<file path="src/design/swle_pkg.sv">
// Shared types and constants for the sliding-window loss estimator.
package swle_pkg;

   localparam int SENDER_W = 8;
   localparam int SEQ_W    = 16;
   localparam int TIME_W   = 32;
   localparam int PCT_W    = 7;
   localparam int SPAN_W   = SEQ_W + 1;
   localparam int REM_W    = SPAN_W + PCT_W;

   localparam logic [TIME_W-1:0] WINDOW_RESET = 32'd30000;
   localparam logic [PCT_W-1:0]  PCT_SCALE    = 7'd100;

   typedef struct packed {
      logic [SEQ_W-1:0]  seq;
      logic [TIME_W-1:0] stamp;
   } ring_entry_type;

   typedef struct packed {
      logic              start;
      logic [SPAN_W-1:0] span;
      logic [SPAN_W-1:0] miss;
   } div_req_type;

endpackage

</file>
<file path="src/design/swle_div.sv">
// Iterative restoring divider: pct = miss * 100 / span, one quotient bit per cycle.
module swle_div (
   input  logic                      clock,
   input  logic                      reset,
   input  swle_pkg::div_req_type     div_req,
   output logic [swle_pkg::PCT_W-1:0] pct,
   output logic                      done
);
   import swle_pkg::*;

   logic [REM_W-1:0] rem_ff, rem_in;
   logic [SPAN_W-1:0] den_ff, den_in;
   logic [PCT_W-1:0] quo_ff, quo_in;
   logic [2:0]       step_ff, step_in;
   logic             busy_ff, busy_in;
   logic             done_ff, done_in;
   logic [REM_W-1:0] trial;

   always_comb begin
      trial   = REM_W'(den_ff) << step_ff;
      rem_in  = rem_ff;
      den_in  = den_ff;
      quo_in  = quo_ff;
      step_in = step_ff;
      busy_in = busy_ff;
      done_in = 1'b0;
      if (div_req.start) begin
         rem_in  = REM_W'(div_req.miss) * REM_W'(PCT_SCALE);
         den_in  = div_req.span;
         quo_in  = '0;
         step_in = 3'(PCT_W - 1);
         busy_in = 1'b1;
      end else if (busy_ff) begin
         if (rem_ff >= trial) begin
            rem_in          = rem_ff - trial;
            quo_in[step_ff] = 1'b1;
         end
         if (step_ff == 3'd0) begin
            busy_in = 1'b0;
            done_in = 1'b1;
         end else begin
            step_in = step_ff - 3'd1;
         end
      end
   end

   always_ff @(posedge clock) begin
      if (reset) begin
         busy_ff <= 1'b0;
         done_ff <= 1'b0;
      end else begin
         busy_ff <= busy_in;
         done_ff <= done_in;
      end
   end

   always_ff @(posedge clock) begin
      rem_ff  <= rem_in;
      den_ff  <= den_in;
      quo_ff  <= quo_in;
      step_ff <= step_in;
   end

   assign pct  = quo_ff;
   assign done = done_ff;

endmodule

</file>
<file path="config.mk">
export PLATFORM = sky130hd
export DESIGN_NAME = swle_div
export DESIGN_NICKNAME = d
export VERILOG_FILES = /design/src/design/swle_pkg.sv /design/src/design/swle_div.sv
export SDC_FILE = /design/constraint.sdc
export NUM_CORES = 1
export LEC_CHECK = 0
export ABC_AREA = 1
export BUFFER_PORTS_ARGS = -buffer_cell sky130_fd_sc_hd__buf_4
export CORE_MARGIN = 3
export CORE_UTILIZATION = 45
export CTS_CLUSTER_SIZE = 24
export DETAILED_ROUTE_END_ITERATION = 8
export PLACE_DENSITY_LB_ADDON = 0.08
export SLEW_MARGIN = 5
export SYNTH_ARGS = -nofsm -noshare
export SYNTH_HDL_FRONTEND = slang
export SYNTH_SLANG_ARGS = --single-unit
</file>
<file path="constraint.sdc">
create_clock -name clock -period 3.9 [get_ports clock]
set_input_delay 0.585 -clock clock [delete_from_list [all_inputs] [get_ports clock]]
set_output_delay 0.585 -clock clock [all_outputs]
set_load 0.01 [all_outputs]
</file>
Word-level counts from Yosys, hierarchy flattened
Cells that the tools add are included.
W data, S select, Z words.
{"block": "word_totals", "input_bits": 37, "output_inout_bits": 8, "wordCells": 34, "latch_bits": 0, "reg_bits": 53, "n_memories": 0, "mem_bits_rw": 0, "romBits": 0}
{"block": "op_classes", "n_shift": 1, "muxes": 9, "addsub": 2, "multipliers": 1, "reduce_logical": 8, "eq_ne": 0, "n_lt_le_gt_ge": 3, "div": 0, "n_bitwise": 3}
{"operator": "$mux W24", "count": 3}
{"operator": "$ge A24 B24 Y1", "count": 1}
{"operator": "$shl A17 B3 Y24", "count": 1}
{"operator": "$sub A24 B24 Y24", "count": 1}
{"operator": "$mul A17 B5 Y22 const B", "count": 1}
{"operator": "$or A7 B7 Y7", "count": 1}
{"operator": "$reduce_and A2 Y1", "count": 3}
{"operator": "$mux W1", "count": 5}
{"operator": "$lt A3 B4 Y1 const B", "count": 1}
{"operator": "$reduce_bool A2 Y1", "count": 2}
{"operator": "$demux W1 S3", "count": 1}
{"operator": "$ge A3 B1 Y1 const B", "count": 1}
{"operator": "$logic_not A3 Y1", "count": 1}
{"operator": "$reduce_or A3 Y1", "count": 1}
{"operator": "$sub A3 B1 Y3 const B", "count": 1}
{"operator": "$not A1 Y1", "count": 2}
{"operator": "$logic_and A1 B1 Y1", "count": 1}

Logic depth before layout (Yosys ltp)
{"block": "logic_depth", "word_depth": 5, "ltp_mapped": 22, "ltp_nobuf": 19}

Worst setup path after synthesis
No wires, ideal clock.
{"block": "synth_timing", "kind": "input -> register", "startpoint": "input div_req[3] (netlist name)", "endpoint": "register rem_ff[22] (data pin)", "required_time_ns": 3.646, "arrival_ns": 2.888, "path_stages": 15, "path_slack_ns": 0.759, "setup_time_ns": 0.254, "path_cell_list": "ha_1 > ha_1 > inv_1 > fa_1 > inv_1 > ha_1 > or2_2 > nand3b_1 > nand2_1 > nand2_1 > nand2_1 > nand2_1 > nand3b_1 > nand3_1 > nand2_1"}
{"block": "synth_via", "elab_chain_cells": 2}
{"item": "from (decl)", "line_no": "swle_div.sv:5", "source": "input swle_pkg::div_req_type div_req,"}
{"item": "$mul A17 B5 Y22", "line_no": "swle_div.sv:28", "source": "rem_in = REM_W'(div_req.miss) * REM_W'(PCT_SCALE);"}
{"item": "$mux W24", "line_no": "swle_div.sv:27", "source": "if (div_req.start) begin"}
{"item": "named net rem_in[22]", "line_no": "swle_div.sv:11", "source": "logic [REM_W-1:0] rem_ff, rem_in;"}
{"item": "to (signal assigned)", "line_no": "swle_div.sv:58", "source": "rem_ff <= rem_in;"}
{"item": "to (decl)", "line_no": "swle_div.sv:11"}
The timed path passes the listed nets, and every way through them passes these cells.
A chain may end at the register's enable or synchronous reset.

Final worst setup path
{"block": "layout_timing", "startpoint": "register step_ff[0]", "endpoint": "register rem_ff[2] (enable)"}
{"block": "layout_via", "elab_chain_cells": 4}
{"item": "from (decl)", "line_no": "swle_div.sv:14", "source": "logic [2:0] step_ff, step_in;"}
{"item": "from (signal assigned)", "line_no": "swle_div.sv:61", "source": "step_ff <= step_in;"}
{"item": "$shl A17 B3 Y24", "line_no": "swle_div.sv:20", "source": "trial = REM_W'(den_ff) << step_ff;"}
{"item": "$ge A24 B24 Y1", "line_no": "swle_div.sv:34", "source": "if (rem_ff >= trial) begin"}
{"item": "$reduce_bool A2 Y1 (no source line)"}
{"item": "$reduce_and A2 Y1 (no source line)"}
Every way passes these cells.

==> impl_metrics.csv <==
group,metric,value,unit
clock_network,h-tree-depth,2,
sta,period_share,88.7,%
synthesis,synth_top_family_by_area,"simple AND/OR/NAND/NOR gates",
synthesis,postSynthCellCount,911,
critical_path,required,3.94,ns
grt,grt_max_degree,49,
critical_path,path_delay_family,"simple AND/OR/NAND/NOR gates",
critical_path,worstPathMaxFanout,17,
synthesis,yosysTopAreaCell,"edfxtp_1",
clock_network,hold_buffers,0,
floorplan,fp.dieH,124,um
detailed_routing,avgRoutedWirePerCell,13.5,um
detailed_routing,ant_nets,0,
synthesis,synth.most_common_cell,"nand2_1",
synthesis,netlist_area,6220,um^2
critical_path,startpoint_type,"register",
min_path,min_path_type,"register to register",
layout,layout-drive-gt1-share,10.3,%
sta,worst_slack,0.441,ns
critical_path,cp_num_buf_inv,3,
synthesis,syn_nets,1045,
sta,slew_violations,0,
synthesis,synth-compound-area-share,8.93,%
floorplan,die_x,124,um
power_and_ir_drop,vdd_ir_drop_max,0.195,mV
clock_network,cts_tree,"built",
clock_network,root_buffer,"clkbuf_16",
clock_network,cts.sinks,53,
floorplan,rows,42,
detailed_routing,dr.pass1.iters,5,
critical_path,arrival,3.50,ns
floorplan,core_region_area,13400,um^2
sta,setup_viol,0,
critical_path,critical_path.endpoint_type,"register",
layout,syn_to_final_growth,11.1,%
critical_path,crit_top_cell,"nand2_1",
floorplan,io_pins,45,
critical_path,crit_slowest_cell,"clkinv_1",
layout,fin_util,51.6,%
synthesis,yosysSeqAreaShare,23.3,%
sta,rsz0062_at_grt,"false",
synthesis,yosys_warnings,0,
floorplan,die-area,15300,um^2
sta,max_freq,289,MHz
synthesis,syn_area_per_cell,6.83,um^2
critical_path,max_stage_delay,0.37,ns
detailed_routing,finalWirelength,15300,um
layout,multi_input_area,4050,um^2
sta,whs,0.453,ns
placed_design,hpwl,13200,um
detailed_routing,dr_total_vias,5600,
clock_network,cts_buffers,5,
detailed_routing,vias_per_cell,4.94,
layout,regArea,1450,um^2
sta,tightest_slew,0.534,ns
synthesis,synth_xor_area_share,2.39,%
layout,nets,1091,
placed_design,place_ws,0.431,ns
synthesis,async_reset_ff_share,0,%
sta,slew_headroom,64.4,%
placed_design,portBuffers,44,
clock_network,clock_latency,0.30,ns
power_and_ir_drop,powerDensity,466,nW/um^2
floorplan,start_util,46.4,%
clock_network,cts_resized,0,
synthesis,synthAdderAreaFrac,21.1,%
clock_network,clkTransAtPathRegs,0.07,ns
sta,fin_skew,0.00371,ns
synthesis,synth_seq_cells,53,
sta,fin_setup_tns,0,ns
grt,track_usage,21.1,%
detailed_routing,first_iter_violations,361,
critical_path,cp_cell_sequence,"clkinv_1, nand2_1, nand2_1, o21ai_0, nand2_1, o21ai_0, ha_1, nand2_1, inv_1, a21oi_1, nand3_1, nand2_1, nand3_4, nand2_1, nand2_1, buf_4",
synthesis,yosys-top-cells-count,"nand2_1, inv_1, ha_1",
detailed_routing,drc_errors,0,
grt,grt_pass1_wl,25200,um
grt,grt_pass1_vias,5225,
synthesis,synthSimpleGateAreaFrac,31.9,%
critical_path,path_class,"register to register",
sta,fin_crit,3.46,ns
status,status,"complete, no violations",
synthesis,yosys.area.top_type_share,18.8,%
synthesis,synth_mux_area_share,0.805,%
power_and_ir_drop,leakagePower,3.66,nW
synthesis,ys.flop_type,"edfxtp_1",
clock_network,clockBufferDepth,2,
grt,grt_overflow,0,
sta,finalHoldViolCount,0,
synthesis,synth_edf_count,39,
flow_run,maxCapViolCount,0,
synthesis,yosys-top-cells-area,"edfxtp_1, nand2_1, ha_1, inv_1, nand3_1",
placed_design,place_congestion,0.874,
grt,antenna_found_initial,0,
synthesis,yosysUniqueCellTypes,43,
layout,antenna_cells,0,
layout,n_fill_cell,1402,
clock_network,postCtsSetupBuffers,0,
## flip-flops by register name, summed over array words and instances (netlist names)
signal	count
busy_ff	1
den_ff	17
done	1
pct	7
rem_ff	24
step_ff	3
## worst reg2reg max path, cell delays in order (launching register included)
cell	delay, ns
dfxtp_1	0.33
clkinv_1	0.37
nand2_1	0.16
nand2_1	0.10
o21ai_0	0.29
nand2_1	0.09
o21ai_0	0.21
ha_1	0.38
nand2_1	0.13
inv_1	0.06
a21oi_1	0.19
nand3_1	0.13
nand2_1	0.12
nand3_4	0.14
nand2_1	0.17
nand2_1	0.09
buf_4	0.22
## metrics by stage
stage,area [um^2],std cells,total power [mW]
2_1_floorplan,6220,911,2.28
3_3_place_gp,6760,1126,2.76
3_5_place_dp,6760,1126,2.76
4_1_cts,6910,1134,3.23
5_1_grt,6910,1134,3.57
6_report,6910,1134,3.22
## final timing paths
| kind | startpoint | endpoint | slack (ns) | depth (start not counted) |
|---|---|---|---|---|
| worst min-delay path | pct[6] | pct[6] | 0.45 | 2 |
| worst max-delay path | step_ff[0] | rem_ff[2] | 0.44 | 16 |
| worst max register to register | step_ff[0] | rem_ff[2] | 0.44 | 16 |
| worst min register to register | pct[6] | pct[6] | 0.45 | 2 |
## cells by family after synthesis
group	after synthesis
adder cells (fa/ha/maj)	97
AO/OA/AOI/OAI	100
AND/OR/NAND/NOR	458
flip-flops	53
multiplexers	5
XOR/XNOR	17
buffers and inverters	181
## layout make-up
type / instances / area share, %
Multi-Input combinational cell: 677 / 58.6
Sequential cell: 53 / 21.0
Inverter: 163 / 8.89
Timing Repair Buffer: 57 / 6.19
Tap cell: 176 / 3.19
Clock buffer: 5 / 1.81
Clock inverter: 3 / 0.344
## where the power goes
part	switching [mW]	total (mW)	internal, mW
registers	0.0482	0.768	0.720
clock network	0.215	0.457	0.242
logic	1.28	1.99	0.713
total	1.54	3.22	1.68
## cell usage in the layout, fill, tap and decap left out, types with 2 or more instances in the layout
master,instances
nand3_1,63
dfxtp_1,14
nor4_1,3
nand3b_1,8
nor2_1,56
edfxtp_1,39
nor2_4,3
nand2_1,292
nor3_1,4
ha_1,84
fa_1,13
a21oi_1,40
nand2_2,5
a31oi_1,4
or2_2,4
buf_4,57
nand4_1,8
mux2i_1,5
clkinv_1,3
o21ai_0,39
xor2_1,6
inv_1,158
o21ai_2,9
inv_4,2
xnor2_1,11
nand3_2,8
clkbuf_16,5
a21o_1,2
## routing by layer
metal / vias up / track usage, % / share of wire, %
met5: - / 0 / 0
met4: 0 / 5.26 / 1.9
met3: 23 / 2.13 / 3.7
met2: 87 / 34.4 / 45
met1: 2477 / 30.2 / 49
li1: 3013 / - / -
Power figures use the tool's default switching activity.
