$ cat src/design/swle_pkg.sv
// Shared types and constants for the sliding-window loss estimator.
package swle_pkg;

   localparam int SENDER_W = 8;
   localparam int SEQ_W    = 16;
   localparam int TIME_W   = 32;
   localparam int PCT_W    = 7;
   localparam int SPAN_W   = SEQ_W + 1;
   localparam int REM_W    = SPAN_W + PCT_W;

   localparam logic [TIME_W-1:0] WINDOW_RESET = 32'd30000;
   localparam logic [PCT_W-1:0]  PCT_SCALE    = 7'd100;

   typedef struct packed {
      logic [SEQ_W-1:0]  seq;
      logic [TIME_W-1:0] stamp;
   } ring_entry_type;

   typedef struct packed {
      logic              start;
      logic [SPAN_W-1:0] span;
      logic [SPAN_W-1:0] miss;
   } div_req_type;

endpackage

$ cat src/design/swle_ptr_table.sv
// Per-sender head pointer and fill count table with valid bits.
module swle_ptr_table #(
   parameter int SW = 3,
   parameter int RW = 8,
   parameter int FW = 9
) (
   input  logic          clock,
   input  logic          reset,
   input  logic [SW-1:0] rd_addr,
   output logic [RW-1:0] rd_head,
   output logic [FW-1:0] rd_fill,
   input  logic          wr_en,
   input  logic [SW-1:0] wr_addr,
   input  logic [RW-1:0] wr_head,
   input  logic [FW-1:0] wr_fill
);
   import swle_pkg::*;

   localparam int DEPTH = 2 ** SW;

   logic [RW+FW-1:0] tbl_mem [DEPTH];
   logic [RW+FW-1:0] rd_data_ff;
   logic             rd_vld_ff;
   logic [DEPTH-1:0] vld_ff;

   always_ff @(posedge clock) begin
      if (wr_en) begin
         tbl_mem[wr_addr] <= {wr_head, wr_fill};
      end
      rd_data_ff <= tbl_mem[rd_addr];
   end

   always_ff @(posedge clock) begin
      if (reset) begin
         vld_ff    <= '0;
         rd_vld_ff <= 1'b0;
      end else begin
         rd_vld_ff <= vld_ff[rd_addr];
         if (wr_en) begin
            vld_ff[wr_addr] <= 1'b1;
         end
      end
   end

   // never-written sender reads as empty ring
   assign rd_head = rd_vld_ff ? rd_data_ff[RW+FW-1:FW] : '0;
   assign rd_fill = rd_vld_ff ? rd_data_ff[FW-1:0]     : '0;

endmodule

$ cat config.mk
export PLATFORM = sky130hd
export DESIGN_NAME = swle_ptr_table
export DESIGN_NICKNAME = d
export VERILOG_FILES = /design/src/design/swle_pkg.sv /design/src/design/swle_ptr_table.sv
export SDC_FILE = /design/constraint.sdc
export NUM_CORES = 1
export LEC_CHECK = 0
export ABC_AREA = 0
export BUFFER_PORTS_ARGS = -buffer_cell sky130_fd_sc_hd__buf_4
export CORE_ASPECT_RATIO = 1.75
export CORE_MARGIN = 5
export CORE_UTILIZATION = 30
export CTS_CLUSTER_SIZE = 30
export DETAILED_ROUTE_END_ITERATION = 7
export PLACE_DENSITY = 0.47
export SLEW_MARGIN = 20
export SYNTH_ARGS = -nofsm -noshare
export SYNTH_HDL_FRONTEND = slang
export SYNTH_SLANG_ARGS = --single-unit
$ cat constraint.sdc
create_clock -name clock -period 6.4 [get_ports clock]
set_clock_uncertainty 0.05 [all_clocks]
set_input_delay 0.64 -clock clock [delete_from_list [all_inputs] [get_ports clock]]
set_output_delay 0.64 -clock clock [all_outputs]
set_load 0.005 [all_outputs]
### Word-level counts from Yosys, hierarchy flattened

Memory sizes are Yosys's and may differ from the RTL's. A register that Yosys moved wholly into a read port is not among the register bits.
Index checks and enable logic that the tools add are counted.

| operators by class | value |
|---|---|
| $lt $le $gt $ge | 3 |
| mux-type cells | 8 |
| bitwise operators | 1 |
| reductions and logical operators | 1 |

Operators by type and width:

| kind | count |
|---|---|
| 2-to-1 mux 9 bit | 1 |
| less-than comparator 3 x 4 -> 1 bit (second input constant) | 2 |
| 2-to-1 mux 8 bit | 1 |
| OR 8 bit | 1 |
| 2-to-1 mux 1 bit | 4 |
| binary-select mux 1 bit (select 3 bit) | 1 |
| demux 1 bit (select 3 bit) | 1 |
| >= comparator 3 x 1 -> 1 bit (second input constant) | 1 |
| logical AND 1 bit | 1 |

| storage, ports and cells | value |
|---|---|
| register bits after elaboration | 9 |
| bits in writable memories | 136 |
| bits of input ports | 26 |
| output and inout bits | 17 |
| word-level logic and storage cells | 16 |
| memories | 1 |

Memories:

| memory | words | width | rd ports | clocked after memory_dff | write ports | RTL line | RTL |
|---|---|---|---|---|---|---|---|
| tbl_mem | 8 | 17 | 1 | 1 | 1 | swle_ptr_table.sv:21 | `logic [RW+FW-1:0] tbl_mem [DEPTH];` |

### Logic depth before layout (Yosys ltp)

Gate-level depths: netlist of run 1.

| depth | value |
|---|---|
| depth in word-level cells | 5 |
| depth in mapped cells | 5 |
| mapped depth without buffers | 3 |

### Worst setup path after synthesis of run 1

No wires, ideal clock.

| timing path | value |
|---|---|
| path kind | input-to-reg |
| start point | in wr_addr[2] |
| end point | mem tbl_mem[0][0] in the netlist's numbering, enable pin |
| setup time | 0.445 ns |
| arrival | 2.603 ns |
| slack | 3.301 ns |
| stages | 1 |
| path buffers | 0 |
| path through | nor4b_1 |

RTL lines:

| item | RTL line | RTL |
|---|---|---|
| from (decl) | swle_ptr_table.sv:13 | `input logic [SW-1:0] wr_addr,` |
| to (decl) | swle_ptr_table.sv:21 |  |

No word-level cell before the write port.

### Final worst setup path of run 1

| timing path | value |
|---|---|
| start point | reg rd_vld_ff |
| end point | out rd_fill[6] |

| between the ends | value |
|---|---|
| longest elaborated chain between the ends | 1 |

Ends and longest elaborated chain:

| item | RTL line | RTL |
|---|---|---|
| from (decl) | swle_ptr_table.sv:23 | `logic rd_vld_ff;` |
| from (signal assigned) | swle_ptr_table.sv:38 | `rd_vld_ff <= vld_ff[rd_addr];` |
| 2-to-1 mux 9 bit | swle_ptr_table.sv:47 | `assign rd_fill = rd_vld_ff ? rd_data_ff[FW-1:0] : '0;` |
| to (decl) | swle_ptr_table.sv:11 | `output logic [FW-1:0] rd_fill,` |

Every way passes these cells.

==> results of run 1 <==
power by group through the flow:
stage               Sequential, W  Combinational, W  Clock [W]
global placement          0.00122          0.000116          0
floorplan                 0.00121         0.0000669          0
global route              0.00120          0.000125    0.00111
detailed placement        0.00122          0.000119          0
finish                    0.00120          0.000114    0.00104
CTS                       0.00120          0.000119    0.00107
stage by stage:
stage	util	setup WS (ps)	hold WS, ps	cell area (um^2)
after floorplan	-	3301	384.8	6081
after global placement	0.3348	4128	399.4	6734
after detailed placement	0.3348	4099	409.9	6734
after CTS	0.3649	3923	381.8	7340
after global routing	0.3649	3936	387.6	7340
final	0.3649	4038	403.6	7340
routing by layer:
layer | part of all wire | vias up | global-route usage
met5 | 0 | - | 0
met4 | 0.016 | 0 | 0.04847
met3 | 0.032 | 13 | 0.02915
met2 | 0.59 | 47 | 0.2131
met1 | 0.36 | 1427 | 0.1077
li1 | - | 1249 | -
area by class of cell:
class                      count  area, um^2  area share
sequential                   162        4604      0.6273
multi-input combinational     98        1448      0.1972
clock buffer                  23       447.9     0.06103
timing repair buffer          49       367.9     0.05012
tap                          248       310.3     0.04228
clock inverter                 9       157.7     0.02148
inverter                       1       3.754   0.0005114
critical path: stages, from the launching register on:
cell,delay [ps]
dfxtp_1,860
and2_1,270
buf_4,120
cell usage in the layout, fill, tap and decap left out:
master,count
mux2i_1,2
nor4bb_4,2
dfxtp_1,26
and4b_1,2
mux4_2,2
mux2_2,17
buf_4,49
edfxtp_1,136
clkbuf_16,17
clkbuf_1,6
nor2_4,1
a21o_1,1
mux4_1,33
nand2_1,2
inv_1,1
clkinv_2,1
nor4b_2,1
clkinv_4,2
a311oi_1,1
o21ba_2,3
nor3b_2,1
bufinv_16,4
and2_1,17
nor2_1,12
nor3_2,1
clkinvlp_4,2
worst paths after layout:
path | from | end | slack (ps) | cells past startpoint
worst min register to register | vld_ff[1]$_SDFFE_PP0P_ | vld_ff[1]$_SDFFE_PP0P_ | 420 | 2
worst min-delay path | wr_fill[4] | tbl_mem[3][4]$_DFFE_PP_ | 400 | 1
worst max register to register | tbl_mem[2][7]$_DFFE_PP_ | rd_data_ff[7]$_DFF_P_ | 5080 | 2
worst max-delay path | rd_vld_ff$_SDFF_PP0_ | rd_fill[6] | 4040 | 2
sequential cells by signal (all words and copies together) (netlist names):
| register | flops |
|---|---|
| vld_ff | 8 |
| rd_vld_ff | 1 |
| tbl_mem | 136 |
| rd_data_ff | 17 |
cells by family after synthesis:
group           synth area share
compound gates          0.007614
buf+inv                  0.01358
flops                     0.7572
mux                       0.1848
simple gates             0.03683
==> run summary, run 1 <==
The flow ran to the end, and the final reports show no timing, DRC or antenna violations. The arrival time at the worst endpoint came out at 1670 ps. The leading register cell type out of synthesis is edfxtp_1.

The net count after synthesis is 299. The number of antenna diodes is 0. Sorting the synthesized cells by area gives the leading types as edfxtp_1 67%, mux4_1 14%, dfxtp_1 8.6%. The net load switching power is 0.0004540 W. In the global route stage, overall resource usage came out at 0.1099.

The overall power after layout came out at 0.002353 W. The clock sink total came out at 162. The power per cell area is 320.6 mW/mm^2. The clock period minus worst slack came out at 2362 ps. Of the synthesized area, sequential elements account for 0.7572. Detailed placement ended at an HPWL of 6706 um.

The area of the core region came out at ~0.02 mm^2. Setup repair after global routing left no endpoint under its margin. The area of the mapped netlist is ~0.0061 mm^2. Buffers inserted to repair hold after CTS numbered 0. The clock passes through at most 2 buffers.

The largest voltage drop on the vdd net came out at 0.0001732 V. The worst hold path belongs to the class primary input to flop. The finished layout holds 590 standard cells, fillers aside.

The overall overflow remaining after global route is 0. The height of the die is 198.3 um. The number of gates resized after CTS was 0. The combinational cell fraction of total power is 0.049. The share of power burned in the clock network came out at 0.442. The count of final hold-check violations came out at 0. The number of levels the H-tree was split into is 4.

The gate count of the mapped netlist came out at ~270. The number of nets with antenna violations after detailed routing came out at 0. The count of flip-flops with a built-in enable after synthesis came out at 136. The switching part of the total power is 0.1929.

The async set-or-reset flop fraction in the synthesized netlist came out at 0. For this design the static power due to leakage is 2.562 nW. The number of distinct standard cells referenced by the synthesized netlist came out at 22. Input and output buffers added on the ports amount to 42. Of the cells placed in the final design, the portion with a size suffix greater than 1 is 0.3012. Among all cell types in the netlist, the one instantiated most often is edfxtp_1. The number of violations reported at the end of detailed-routing iteration 0 is 146. The critical-path maximum fanout is 17. The number of core rows came out at 69. The number of placed I/O pins came out at 43. The number of failing setup endpoints in the final timing report is 0. The largest net degree at the start of global routing came out at 38.

The transition at the pin with the smallest max-transition slack is 831.4 ps. The ratio of routed vias to standard cells came out at 4.637. The initial standard-cell utilization of the core is 0.3023. The number of warnings issued by yosys is 0. The clock edge transition at the registers on the reported setup and hold paths is approximately 60 ps. For the worst setup path, the data required time is 5710 ps. Of the total power, registers draw 0.509. The critical path start-end classification is flop to output port. The worst pin sits at a relative slew slack of 0.4450. The sum of routed wire length over all layers came out at 12280 um. The number of antenna violations at the first check in global routing came out at 0. The detailed-route via count came out at 2736. After detailed routing, the average wire length per cell comes to 20.82 um. The area growth from synthesis to layout is 20.70%. The worst setup path is launched from a flop. The number of pins with negative max-slew slack in the final report is 0. Clock tree synthesis selected as its root buffer the cell clkbuf_16. For this run, design rule violations remaining after detail routing come to 0.

The number of fill cells is 1853. Synthesis inferred ~160 register bits. The mean cell area of the mapped netlist is 22.27 um^2.

The number of CTS-inserted buffers came out at 17. By count the netlist is led by 136 x edfxtp_1, 33 x mux4_1, 26 x dfxtp_1, 17 x and2_1, 17 x mux2_2. The post-placement cell count came out at 558. The width of the chip is 117.6 um. The number of max-capacitance violations reported came out at 0. The clock insertion delay at the later pin of the skew report is about 420 ps.

The share of the clock period used by the worst path after layout came out at 0.3690. For the final routed database, the setup TNS stands at 0 ps. The number of global-route vias before repair came to 2940. The placer congestion estimate is 0.6792. The highest clock rate came out at ~0.42 GHz.

After the last flow step, the layout net total stands at 355. TritonCTS built the clock tree. The dominant cell type by area after synthesis is edfxtp_1. The post-CTS setup buffer count came out at 0.

The first detailed-routing pass took 4 iterations. The worst setup path is captured at an output port. The fraction of post-synthesis cell area in the top cell type by area came out at 0.6716.

The wire length of the first global-routing pass is around 18000 um. The cell-internal power came out at 0.001899 W. The floorplan die area came out at 0.02333 mm^2.
No activity file was read; power rests on OpenSTA's default activity.
==> inputs of run 2 (changes only) <==
==> constraint.sdc (replaced) <==
create_clock -name clock -period 2.4 [get_ports clock]
set_clock_uncertainty 0.05 [all_clocks]
set_input_delay 0.24 -clock clock [delete_from_list [all_inputs] [get_ports clock]]
set_output_delay 0.24 -clock clock [all_outputs]
set_load 0.005 [all_outputs]
==> run summary, run 2 (synthesis gave the netlist of run 1 again) <==
The flow ran to the end, and the final reports show no timing, DRC or antenna violations. The largest registers in the layout are tbl_mem x136, rd_data_ff x17, vld_ff x8. The clock edge transition at the registers on the reported setup and hold paths came out at approximately 60 ps. The post-layout net count came out at 373. The global-route usage over all layers came out at 0.1076. The number of fill cells came out at 1833. The combinational cell fraction of total power is 0.055. The count of buffers from port buffering came out at 42.

The number of global-route vias before repair came to 3049. The area growth from synthesis to layout is 23.19%. The arrival time at the worst endpoint is ~1400 ps. The number of gates resized after CTS is 0. The worst setup slack for register-to-register paths is 1100 ps. The number of levels the H-tree was split into is 4.

The count of final hold-check violations came to 0. The remaining max-slew budget at the tightest pin is 0.6447. The die covers around 0.023 mm^2. The DRC violation count after routing came out at 0. After global routing the overflow that remains totals 0. The clock period minus worst slack is 1685 ps. The utilization after layout is 0.3724. Wires add up to 11830 um.

The number of antenna violations at the first check in global routing came out at 0. TritonCTS built the clock tree. The worst-case IR drop observed on VDD is approximately 0.00034 V. The largest incremental delay on the critical path is 460 ps.

The number of max-capacitance violations reported came out at 0. The cell area reported after detailed placement came out at 0.006773 mm^2. The cell-internal power is roughly 0.0049 W. The ratio of routed vias to standard cells is 4.590. Setup violations remaining at the end of the flow were counted as 0. The power per cell area is between 800 and 900 mW/mm^2.

Of the cells placed in the final design, the portion with a size suffix greater than 1 is 0.3000. STA classifies the critical path endpoint as an output port. The launch point of the worst path is rd_vld_ff$_SDFF_PP0_. The number of placed I/O pins came out at 43. The family of cells with the greatest summed delay on the critical path is flip-flops.

The switching part of the total power is 0.2021. The number of search-and-repair iterations in the first detailed-routing pass came out at 4. In the final routed layout, each cell accounts on average for 19.46 um.

In this run the critical register-to-register path is captured at rd_data_ff[9]$_DFF_P_. The critical path in this run is classified as flop to output port. The share of power burned in the clock network came out at 0.422. In this run the critical register-to-register path is launched from tbl_mem[5][9]$_DFFE_PP_. The wire length of the first global-routing pass came out at between 15000 and 20000 um. Walking the worst path, the cells encountered are buf_4, and2_1, buf_4. The number of core rows came out at 69. Setup repair after global routing left no endpoint under its margin.

The required time of the critical path came out at roughly 2100 ps. The leakage power figure came out at 2.633 nW. The slowest stage of the critical path is the dfxtp_1 cell. The sum of buffers and inverters on the critical path came out at 2.

The clock net in this run drives a total of ~160 sinks. The height of the die came out at 198.3 um. The critical-path maximum fanout is 12.

The final critical-path setup slack came out at 715.0 ps. In the final timing run, aggregate negative setup slack is 0 ps. The worst reg2reg path depth came out at 2.

The clock insertion delay at the later pin of the skew report came out at 410 ps. Counting flops per register, the top entry is tbl_mem. The most numerous cell type found on the critical path is buf_4. The number of nets with antenna violations after detailed routing is 0. The number of pins with negative max-slew slack in the final report came to 0. The number of violations reported at the end of detailed-routing iteration 0 is 125.

The detailed-route via count came out at 2791. The clock passes through at most 2 buffers. In the final layout, the multi-input gates occupy approximately 0.0015 mm^2. The placer congestion estimate is 0.6429. The number of stages on the worst setup path came out at 3. The share of power burned in registers came out at 0.523. The number of antenna diodes came out at 0.

Before CTS, the worst setup slack after placement is 720.4 ps. The path class of the lowest-slack min-delay path is primary input to flop. The final standard cell area without fillers is 0.007491 mm^2. The register with the most flip-flops in the layout has 136 of them. STA classifies the critical path startpoint as a flop. The initial standard-cell utilization of the core is 0.3023. The floorplan step set the die width to 117.6 um.

For this run, the top clock speed supported by timing is 0.5935 GHz. Leaving out fill and tap cells, the most frequent cell in the layout is edfxtp_1. The transition at the pin with the smallest max-transition slack came out at 533.0 ps. The flip-flop and latch area came out at 0.004604 mm^2. The net load switching power came out at 0.001231 W. The critical path capture point is rd_head[6]. The overall power after layout is 0.006091 W. The area of the core region came out at between 0.02 and 0.025 mm^2.

The share of the clock period used by the worst path after layout came out at 0.7021. The top cell types in the final layout, fill and taps aside, are 136 x edfxtp_1, 51 x buf_4, 33 x mux4_1. The clock tree root buffer cell is clkbuf_16. The number of CTS-inserted buffers came out at 17. Entering global routing, the biggest net connects 38 pins.
[run 2: final cells by class]
type                    instances  area share
flip-flops and latches        162      0.6147
multi-input cells              98      0.1938
repair buffers                 67     0.07383
clock buffers                  17     0.05679
well taps                     248     0.04142
clock inverters                15     0.01904
inverters                       1   0.0005011
[run 2: metal layers]
metal | wire [um] | share of wire | vias to the layer above | track usage
li1 | - | - | 1285 | -
met1 | 4704 | 0.40 | 1455 | 0.1176
met2 | 6606 | 0.56 | 38 | 0.1984
met3 | 282 | 0.024 | 13 | 0.02315
met4 | 242 | 0.020 | 0 | 0.04847
met5 | 0 | 0 | - | 0
[run 2: through the flow]
step                cells  hold WS [ps]
floorplan             273         288.9
global placement      561         396.7
detailed placement    561         412.3
CTS                   608        0.6370
global route          608         5.759
finish                608         18.36
[run 2: how the worst min path moves through the flow]
stage	depth (start not counted)	end	from
floorplan	0	tbl_mem[0][0]$_DFFE_PP_	wr_fill[0]
global placement	2	vld_ff[5]$_SDFFE_PP0P_	vld_ff[5]$_SDFFE_PP0P_
detailed placement	2	vld_ff[5]$_SDFFE_PP0P_	vld_ff[5]$_SDFFE_PP0P_
CTS	1	tbl_mem[6][9]$_DFFE_PP_	wr_head[0]
global route	1	tbl_mem[6][9]$_DFFE_PP_	wr_head[0]
finish	2	vld_ff[1]$_SDFFE_PP0P_	reset
[run 2: power groups by stage]
stage / Combinational [W] / Clock [W] / Sequential, W
6_report: 0.000333 / 0.00257 / 0.00319
3_3_place_gp: 0.000320 / 0 / 0.00325
2_1_floorplan: 0.000180 / 0 / 0.00324
4_1_cts: 0.000348 / 0.00264 / 0.00319
5_1_grt: 0.000368 / 0.00278 / 0.00320
3_5_place_dp: 0.000327 / 0 / 0.00325
[run 2: repair_timing]
item / 4_1_cts / 5_1_grt
setup buffers: 0 / 0
hold buffers: 15 / 0
hold endpoints to repair: 103 / 0
==> inputs of run 3 (changes only) <==
--- a/config.mk
+++ b/config.mk
@@ -5,7 +5,7 @@
 export SDC_FILE = /design/constraint.sdc
 export NUM_CORES = 1
 export LEC_CHECK = 0
-export ABC_AREA = 0
+export ABC_AREA = 1
 export BUFFER_PORTS_ARGS = -buffer_cell sky130_fd_sc_hd__buf_4
 export CORE_ASPECT_RATIO = 1.75
 export CORE_MARGIN = 5
==> constraint.sdc (replaced) <==
create_clock -name clock -period 1.7 [get_ports clock]
set_clock_uncertainty 0.05 [all_clocks]
set_input_delay 0.17 -clock clock [delete_from_list [all_inputs] [get_ports clock]]
set_output_delay 0.17 -clock clock [all_outputs]
set_load 0.005 [all_outputs]
==> run summary, run 3 <==
The area of the core region is 0.02093 mm^2. During I/O placement, the number of pins put on the boundary was 43. Of all nets on the critical path, the largest fanout is 15.

The quantity of hold-fixing buffers added after cts came out at 19. The combinational cell fraction of total power is 0.069. The flip-flop count of the largest register, all copies and words added is 136. The clock edge transition at the registers on the reported setup and hold paths is 60 ps. The height of the die came out at 202.7 um. The worst hold path depth is 4. The post-CTS setup buffer count is 0. At the worst endpoint, the required time is 1480 ps. By area the synthesized netlist is led by edfxtp_1 64%, nor2_1 8.5%, dfxtp_1 8.2%. The fraction of final layout cells with drive strength greater than 1 is 0.1381. The startpoint of the most critical hold path is wr_addr[2].

The transition at the pin with the smallest max-transition slack is 454.5 ps. The multi-input combinational cell area came out at 0.001401 mm^2. The cell-internal power came out at 0.006903 W. By instance count, the cell type seen most on the critical path is buf_4. In the post-synthesis netlist, the cell with the most instances is nor2_1. After routing the design area is 0.007780 mm^2. The area of the mapped netlist came out at 0.006367 mm^2. The number of search-and-repair iterations in the first detailed-routing pass is 4. The wire length of the first global-routing pass is 22570 um. The number of buffers between clock root and the deepest sink is 2.

The overall overflow remaining after global route came out at 0. Max-cap violations in this run came to 0. The number of gates resized after CTS came out at 0.

The critical path capture point type is an output port. The number of core rows came out at 70. The number of CTS-inserted buffers is 17. For this design, the slowest cell found on the critical path is dfxtp_1. The share of power burned in the clock network is 0.420. The clock net in this run drives a total of 162 sinks. The startpoint identified for the worst register-to-register timing path is tbl_mem[0][15]$_DFFE_PP_. The largest net degree at the start of global routing came out at between 50 and 60. The flow ran to the end, and the final reports show no timing, DRC or antenna violations.

The number of failing setup endpoints in the final timing report is 0. The net load switching power is 0.001910 W. The largest registers in the layout are tbl_mem x136, rd_data_ff x17, vld_ff x8. The count of final hold-check violations is 0. The number of antenna violations at the first check in global routing is 0. The clock period minus worst slack came out at 1569 ps.

Synthesis instantiated 15 different standard cells from the library. The min-delay analysis places its worst path in the category primary input to flop. The count of buffers from port buffering came out at 42. The number of nets with antenna violations after detailed routing came out at 0. The number of nets in the synthesized netlist is 603. Power spread over the standard cell area amounts to approximately 1100 mW/mm^2. The number of violations reported at the end of detailed-routing iteration 0 is a little under 200. TritonCTS built the clock tree. The top cell types in the final layout, fill and taps aside, are 143 x nor2_1, 136 x edfxtp_1, 122 x nand2_1. The switching part of the total power is 0.2167.

The worst reg2reg path depth came out at 6. At the placement stage, the worst setup path has a slack of 368.5 ps. Summed over all cells, the static leakage comes to 3.112 nW.

Setup repair after global routing left no endpoint under its margin. The sum of routed wire length over all layers is 14200 um. Measured against its own limit, the worst slew margin works out to 0.6970. The sum of negative setup slack came out at 0 ps. The dominant cell type by area after synthesis is edfxtp_1. The DRC violation count after routing came out at 0. The number of pins with negative max-slew slack in the final report was 0.

The number of warnings issued by yosys came out at 0. The leading register cell type out of synthesis is edfxtp_1. CTS placed an instance of clkbuf_16 at the clock tree root. Ranked by instance count, the synthesized netlist is headed by 144 x nor2_1, 136 x edfxtp_1, 122 x nand2_1, 44 x o21ai_1, 38 x inv_1. The end point of the worst hold path is vld_ff[3]$_SDFFE_PP0P_. The number of fill cells came out at about 2000.

The critical path goes through buf_4, nand2_1, inv_1, buf_4. The arrival time at the worst endpoint came out at 1350 ps. The async set-or-reset flop fraction in the synthesized netlist came out at 0. The largest voltage drop on the vdd net came out at 0.0005084 V. STA classifies the critical path startpoint as a flop. The final critical-path setup slack is 130.8 ps. The number of storage elements in the synthesis netlist came out at 162.

The completed layout was analyzed and its total power is around 0.009 W. The share of total power dissipated in sequential elements is 0.511. The family of cells with the greatest summed delay on the critical path is buffers and inverters.

The ratio of routed vias to standard cells is 4.461. After detailed routing, the average wire length per cell comes to 15.59 um. tbl_mem holds more flip-flops than any other register. The floorplan die area came out at 0.02435 mm^2. The clock insertion delay at the later pin of the skew report came out at 420 ps.

Leaving out fill and tap cells, the most frequent cell in the layout is nor2_1. The placer congestion estimate is ~0.75. The share of the clock period used by the worst path after layout is 0.9230. The routed layout has 4064 vias. The worst setup slack for register-to-register paths came out at 740 ps. The post-detailed-placement half-perimeter wirelength is slightly below 9000 um.

The flip-flop and latch area is 0.004604 mm^2. Counting both buffers and inverters, the worst setup path holds a total of 3. The fraction of post-synthesis cell area in the top cell type by area came out at 0.6414.

From synthesis to final layout, the design area changed by 22.19%. The number of levels the H-tree was split into is 4. The gate count of the mapped netlist is 577.

The post-layout net count is 672. The count of flip-flops with a built-in enable after synthesis came out at 136. The cell area reported after detailed placement is between 0.007 and 0.008 mm^2. The endpoint identified for the worst register-to-register timing path is rd_data_ff[15]$_DFF_P_. The mean cell area of the mapped netlist is 11.04 um^2. Of the synthesized area, sequential elements account for 0.7231. The width of the chip is 120.1 um. The highest clock rate came out at 0.6373 GHz. The initial utilization of the core area, before any placement, comes to 0.3042. The number of global-route vias before repair is ~4200. The number of antenna diodes in the final layout is 0. The global-route usage over all layers came out at 0.1229. The worst setup path is of the flop to output port kind.

The largest incremental delay on the critical path is 380 ps.
-- run 3: stage by stage --
stage,util,instances,hold WS (ps)
final,0.3717,911,26.76
after global routing,0.3717,911,44.19
after CTS,0.3717,911,16.82
after detailed placement,0.3349,860,358.6
after global placement,0.3349,860,353.9
after floorplan,-,577,218.9
-- run 3: worst max-delay path by stage --
stage | from | end | slack (ps) | cells past startpoint
floorplan | wr_addr[1] | tbl_mem[7][0]$_DFFE_PP_ | 250 | 2
CTS | rd_vld_ff$_SDFF_PP0_ | rd_fill[7] | 70 | 4
detailed placement | rd_addr[1] | rd_data_ff[7]$_DFF_P_ | 370 | 7
finish | rd_vld_ff$_SDFF_PP0_ | rd_fill[7] | 130 | 4
global placement | rd_addr[1] | rd_data_ff[7]$_DFF_P_ | 380 | 7
global route | rd_vld_ff$_SDFF_PP0_ | rd_fill[7] | 10 | 4
-- run 3: power groups by stage --
stage,Combinational [W],Clock (W),Sequential [W]
2_1_floorplan,0.000348,0,0.00458
3_3_place_gp,0.000580,0,0.00459
3_5_place_dp,0.000590,0,0.00459
4_1_cts,0.000628,0.00381,0.00450
5_1_grt,0.000691,0.00398,0.00451
6_report,0.000608,0.00370,0.00450
-- run 3: area by class of cell --
cell class,count,share of cell area
Timing Repair Buffer,78,0.09263
Inverter,41,0.02042
Clock inverter,12,0.01705
Sequential cell,162,0.5918
Clock buffer,20,0.05741
Multi-Input combinational cell,346,0.1801
Tap cell,252,0.04053
-- run 3: cells by family (layout without fill, tap and decap cells) --
kind of cell           Yosys count  in the layout  share of synthesized area
AND/OR/NAND/NOR                271            271                     0.1607
flip-flops                     162            162                     0.7231
buffers and inverters           69            151                    0.05718
AO/OA/AOI/OAI                   75             75                    0.05895
-- run 3: per-layer routing --
metal  share of wire  GRT usage  vias to the layer above  wire (um)
met5               0          0                        -          0
met4           0.022    0.05039                        0        308
met3           0.024    0.02592                       21        343
met2            0.55     0.2305                       61       7740
met1            0.41     0.1318                     1947       5805
li1                -          -                     2035          -
-- run 3: worst min-delay path, cell delays in order --
cell and delay [ps]:
buf_4 100, nor2_1 50, nand2_1 70, a21oi_1 60
